==> config.mk <==
export PLATFORM = sky130hd
export DESIGN_NAME = css_div_pipe
export DESIGN_NICKNAME = d
export VERILOG_FILES = /design/src/hw/rtl/cubic_smoothstep_profile_defines.svh /design/src/hw/rtl/css_pkg.sv /design/src/hw/rtl/css_div_pipe.sv
export SDC_FILE = /design/constraint.sdc
export NUM_CORES = 2
export LEC_CHECK = 0
export BUFFER_PORTS_ARGS = -buffer_cell sky130_fd_sc_hd__buf_2
export CAP_MARGIN = 20
export CORE_ASPECT_RATIO = 0.5
export CORE_MARGIN = 4
export CORE_UTILIZATION = 30
export DETAILED_ROUTE_END_ITERATION = 7
export PLACE_DENSITY = 0.47
export SLEW_MARGIN = 10
export SYNTH_ARGS = -nofsm -noshare
export SYNTH_HDL_FRONTEND = slang
export SYNTH_SLANG_ARGS = --single-unit
==> constraint.sdc <==
create_clock -name clk -period 7.95 [get_ports clk]
set_input_delay 2.385 -clock clk [delete_from_list [all_inputs] [get_ports clk]]
set_output_delay 2.385 -clock clk [all_outputs]
set_load 0.05 [all_outputs]
==> src/hw/rtl/cubic_smoothstep_profile_defines.svh <==
// ----------------------------------------------------------------------------
// Assertion macros for the cubic smoothstep profile.
// Each macro expects clk and arst_n in the scope where it is used.
// ----------------------------------------------------------------------------
`ifndef CUBIC_SMOOTHSTEP_PROFILE_DEFINES_SVH
`define CUBIC_SMOOTHSTEP_PROFILE_DEFINES_SVH

// Same-cycle implication, disabled during reset.
`define CSS_ASSERT_IMPL(lbl, ante, cons, msg) \
lbl: assert property (@(posedge clk) disable iff (!arst_n) (ante) |-> (cons)) else $error(msg);

// Next-cycle implication, disabled during reset.
`define CSS_ASSERT_NEXT(lbl, ante, cons, msg) \
lbl: assert property (@(posedge clk) disable iff (!arst_n) (ante) |=> (cons)) else $error(msg);

`endif

==> src/hw/rtl/css_pkg.sv <==
// ----------------------------------------------------------------------------
// css_pkg
// Shared types, constants and the saturation helper of the smoothstep profile.
// ----------------------------------------------------------------------------
`timescale 1ns / 1ps

package css_pkg;

	// Quotient bits produced by each long divider.
	localparam int Q_W = 32;
	// Restoring steps done in each divider stage.
	localparam int DIV_STEPS = 2;
	// One in unsigned Q1.31.
	localparam logic [31:0] ONE_Q31 = 32'h8000_0000;

	// Configuration register indexes.
	localparam int CFG_IDX_W = 2;
	localparam logic [CFG_IDX_W-1:0] REG_SPAN_START = 2'd0;
	localparam logic [CFG_IDX_W-1:0] REG_SPAN_END   = 2'd1;
	localparam logic [CFG_IDX_W-1:0] REG_AMPLITUDE  = 2'd2;

	// Region flags that travel with every request.
	typedef struct packed {
		logic bad;
		logic below;
		logic above;
		logic neg;
	} ctl_t;

	// Applies a sign to a magnitude and clamps to the signed 32-bit range.
	function automatic logic [31:0] sat32(input logic neg, input logic ovf,
			input logic [31:0] mag);
		logic [31:0] res;
		if (neg) begin
			if (ovf || (mag > ONE_Q31)) res = 32'h8000_0000;
			else res = ~mag + 32'd1;
		end else begin
			if (ovf || mag[31]) res = 32'h7FFF_FFFF;
			else res = mag;
		end
		return res;
	endfunction

endpackage

==> src/hw/rtl/css_div_pipe.sv <==
// ----------------------------------------------------------------------------
// css_div_pipe
// Pipelined restoring divider. The dividend is {rem, lo} with rem below den;
// each stage resolves DIV_STEPS quotient bits. Side data rides along.
// ----------------------------------------------------------------------------
`timescale 1ns / 1ps

module css_div_pipe import css_pkg::*; #(
	parameter int DEN_W  = 32,
	parameter int SIDE_W = 1
) (
	input  logic              clk,
	input  logic              arst_n,
	input  logic              en,
	input  logic              in_valid,
	input  logic [DEN_W-1:0]  in_rem,
	input  logic [Q_W-1:0]    in_lo,
	input  logic [DEN_W-1:0]  in_den,
	input  logic [SIDE_W-1:0] in_side,
	output logic              out_valid,
	output logic [Q_W-1:0]    out_quo,
	output logic [SIDE_W-1:0] out_side
);

	localparam int NSTG = Q_W / DIV_STEPS;

	// Entry 0 is the input; entry g+1 is the register of stage g.
	logic              valid_s [NSTG+1];
	logic [DEN_W-1:0]  rem_s   [NSTG+1];
	logic [Q_W-1:0]    word_s  [NSTG+1];
	logic [DEN_W-1:0]  den_s   [NSTG+1];
	logic [SIDE_W-1:0] side_s  [NSTG+1];

	assign valid_s[0] = in_valid;
	assign rem_s[0]   = in_rem;
	assign word_s[0]  = in_lo;
	assign den_s[0]   = in_den;
	assign side_s[0]  = in_side;

	for (genvar g = 0; g < NSTG; g++) begin : g_stage
		logic [DEN_W-1:0] rem_nx;
		logic [Q_W-1:0]   word_nx;

		// Shift in dividend bits at the top, quotient bits at the bottom.
		always_comb begin
			logic [DEN_W:0]   t;
			logic [DEN_W-1:0] r;
			logic [Q_W-1:0]   w;
			r = rem_s[g];
			w = word_s[g];
			for (int k = 0; k < DIV_STEPS; k++) begin
				t = {r, w[Q_W-1]};
				w = {w[Q_W-2:0], 1'b0};
				if (t >= {1'b0, den_s[g]}) begin
					t = t - {1'b0, den_s[g]};
					w[0] = 1'b1;
				end
				r = t[DEN_W-1:0];
			end
			rem_nx  = r;
			word_nx = w;
		end

		always_ff @(posedge clk or negedge arst_n) begin
			if (!arst_n) begin
				valid_s[g+1] <= 1'b0;
			end else if (en) begin
				valid_s[g+1] <= valid_s[g];
			end
		end

		always_ff @(posedge clk) begin
			if (en) begin
				rem_s[g+1]  <= rem_nx;
				word_s[g+1] <= word_nx;
				den_s[g+1]  <= den_s[g];
				side_s[g+1] <= side_s[g];
			end
		end
	end

	assign out_valid = valid_s[NSTG];
	assign out_quo   = word_s[NSTG];
	assign out_side  = side_s[NSTG];

endmodule

==> metrics <==
status=completed; Worst Path Required=8.50 ns; Final nets=11,900; Die Wd=847 um; Hold/Removal Path Class=flip-flop to flip-flop; pin count of the biggest net entering global routing=172; Antenna diodes=0; Final Hold Viols=0; Worst-Skew Late Latency=0.86 ns; first-pass GRT wire length=413,000 um; Total GRT Usage=14.1%; slew margin rel.=29.4%; die area=362,000 um2; Achievable Freq=129 MHz; CP peak stage delay=0.36 ns; post-synthesis sequential area ratio=42.7%; clk slew on worst S/H paths=0.07 ns; ys flop type=edfxtp_1; clk buf depth=4; Port Buffers=134; CTS tree=yes; Core ar.=349,000 um2; Post-synth ARST share=1.06%; Slew @ Worst Pin=1.06 ns; routability-driven placement congestion ratio=0.912; synthesis-to-layout area growth=13.9%; CTS H-tree depth=4; EDFF count, synth=1,488; top cells by area, synth=edfxtp_1 (42%), ha_1 (12%), mux2_2 (5.9%); Routed WL per cell=17.2 um; cell taking the most area after synthesis=edfxtp_1; Worst R2R End=rem_s[163]$_DFFE_PP_; via count=75,500; CP endpoint kind=flip-flop; FP Rows=153; Starting Density=30.3%; initial antenna violation count=0; CTS Root Cell=clkbuf_16; Inst Count DP=15,200; Synth warnings=0; Max-Cap Viols=0; DRT iter0 DRCs=3,998; crit share post-route=97.2%; R2R Path Start=den_s[193]$_DFFE_PP_; Setup Skew=0.0678 ns; biggest fanout along the worst timing path=29; clock sinks=1,504; Post-CTS Hold Fix Bufs=0; Die Y=428 um; post-route ant nets=0; routed vias/inst=4.87; syn nets=11,400; number of synthesized register bits=1,504; PnR worst setup slack=0.224 ns; Final min period=7.73 ns; slowest library cell on the worst path=a221oi_2; Startpoint Class=input pin; R2R setup slack=0.49 ns; Placement Setup Slack=-0.692 ns; residual DRC count=0; share of layout cells above drive strength 1=13.5%; CP Class=input pin to flip-flop; Setup Viol. Count Final=0; hpwl dp=212,000 um; DR pass1 iterations=5; fin area=120,000 um2; share of the synthesized area in the top cell type=42.3%; Setup crit end=rem_s[481]$_DFFE_PP_; Util after Layout=34.5%; Worst EP arrival=8.27 ns; RSZ-0062 raised after global routing=no; worst r2r path cells=29; Syn Area/Cell=10.4 um2; CTS Buf Count=170; Worst Setup SP=in_den[6]; total I/O pin count=135; pins over their slew limit=0; grt total ovfl=0; Cell variety after synth=98; vias in the first global route=75,500; placed inst area=115,000 um2; fin cells=15,500; Post-Syn Area=106,000 um2; wirelength, routed=266,000 um; cells after synthesis=10,200
[per-layer routing]
| layer | global-route usage, % | share of wire, % |
|---|---|---|
| met4 | 6.19 | 4.8 |
| met3 | 1.70 | 2.6 |
| met5 | 0 | 0 |
| met2 | 25.0 | 48 |
| met1 | 17.4 | 45 |
[Yosys cell counts, types with 24 or more instances]
| master | n |
|---|---|
| a31o_2 | 24 |
| buf_2 | 34 |
| mux2_2 | 552 |
| and2_1 | 39 |
| o21bai_1 | 127 |
| edfxtp_1 | 1488 |
| xor2_1 | 246 |
| a211oi_1 | 72 |
| o221ai_1 | 32 |
| o31ai_1 | 57 |
| a21oi_1 | 947 |
| nor2b_1 | 98 |
| buf_4 | 49 |
| mux2i_1 | 38 |
| inv_1 | 816 |
| nand2_1 | 684 |
| a21o_1 | 485 |
| o21ai_0 | 584 |
| nand3_1 | 190 |
| xnor2_1 | 593 |
| o211ai_1 | 48 |
| nor4_1 | 26 |
| o21a_1 | 130 |
| ha_1 | 1024 |
| or2_2 | 36 |
| nand2b_1 | 114 |
| nor3_1 | 131 |
| a21boi_0 | 29 |
| clkbuf_1 | 111 |
| nor2_1 | 617 |
| and3_1 | 95 |
| nand4_1 | 142 |
| or3_1 | 45 |
| fa_1 | 31 |
| a31oi_1 | 67 |
[flip-flops by register name, indices dropped and copies added (netlist names)]
signal,count
den_s,480
valid_s,15
side_s,15
word_s,30
rem_s,480
g_stage.$4.w,450
out_quo,32
out_valid,1
out_side,1
[per-stage QoR]
step / TNS [ns] / hold slack, ns
final: 0 / 0.368
after global routing: 0 / 0.357
after CTS: 0 / 0.356
after detailed placement: -20.69 / 0.405
after global placement: -22.61 / 0.400
after floorplan: 0 / 0.400
[final cells by class]
type / count / area [um2]
Timing Repair Buffer: 565 / 4330
Fill cell: 35100 / 229000
Clock buffer: 198 / 4390
Tap cell: 4650 / 5820
Inverter: 820 / 3080
Multi-Input combinational cell: 7664 / 56600
Clock inverter: 98 / 1040
Sequential cell: 1504 / 45100
[logic make-up (layout without fill, tap and decap cells)]
kind of cell	count (synthesis)	after routing	synth area share [%]
AO/OA/AOI/OAI	2880	2880	17.2
XOR/XNOR	839	839	6.95
AND/OR/NAND/NOR	2296	2296	10.3
multiplexers	594	594	6.28
flip-flops	1504	1504	42.7
adder cells (fa/ha/maj)	1055	1055	12.7
buffers and inverters	1032	1681	3.90
[placed cells by master, fill, tap and decap left out, types with 28 or more instances in the layout]
cell type,count
nand4_1,142
xnor2_1,593
o31ai_1,57
o21bai_1,127
o21ai_0,584
or3_1,45
nand2_1,679
xor2_1,246
clkinv_2,28
inv_1,816
ha_1,1024
nand3_1,190
nor2b_1,97
or2_2,36
and3_1,95
nor3_1,131
nor2_1,616
a31oi_1,67
a21boi_0,28
o211ai_1,48
a21o_1,485
clkinv_1,34
nand2b_1,114
mux2i_1,38
o21a_1,130
fa_1,31
o221ai_1,31
buf_12,34
clkbuf_16,171
edfxtp_1,1488
and2_1,40
buf_4,397
mux2_2,552
a211oi_1,72
buf_2,134
a21oi_1,945
[worst max-delay path: cells and delay by family]
family	cells	cell delay (ns)
buf+inv	6	0.78
mux	1	0.34
simple gates	8	1.34
compound gates	13	2.72
fa+ha+maj	2	0.68
[repair_timing]
action	in CTS	in global routing
gates resized for setup	0	4
setup endpoints to repair	0	75
buffers inserted	0	4
[worst min path at each step]
| stage | depth (start not counted) | startpoint | slack (ns) | to |
|---|---|---|---|---|
| 4_1_cts | 0 | g_stage[4].$4.w[25]$_DFFE_PP_ | 0.36 | g_stage[5].$4.w[27]$_DFFE_PP_ |
| 5_1_grt | 0 | g_stage[6].$4.w[30]$_DFFE_PP_ | 0.36 | word_s[318]$_DFFE_PP_ |
| 3_3_place_gp | 0 | side_s[9]$_DFFE_PP_ | 0.40 | side_s[8]$_DFFE_PP_ |
| 3_5_place_dp | 0 | g_stage[9].$4.w[24]$_DFFE_PP_ | 0.40 | g_stage[10].$4.w[26]$_DFFE_PP_ |
| 6_report | 0 | g_stage[4].$4.w[25]$_DFFE_PP_ | 0.37 | g_stage[5].$4.w[27]$_DFFE_PP_ |
| 2_1_floorplan | 0 | g_stage[9].$4.w[8]$_DFFE_PP_ | 0.40 | g_stage[10].$4.w[10]$_DFFE_PP_ |
Power is left out: the tool's default activity adds up to more than one toggle a clock period on the data nets, which glitch-free logic cannot reach.
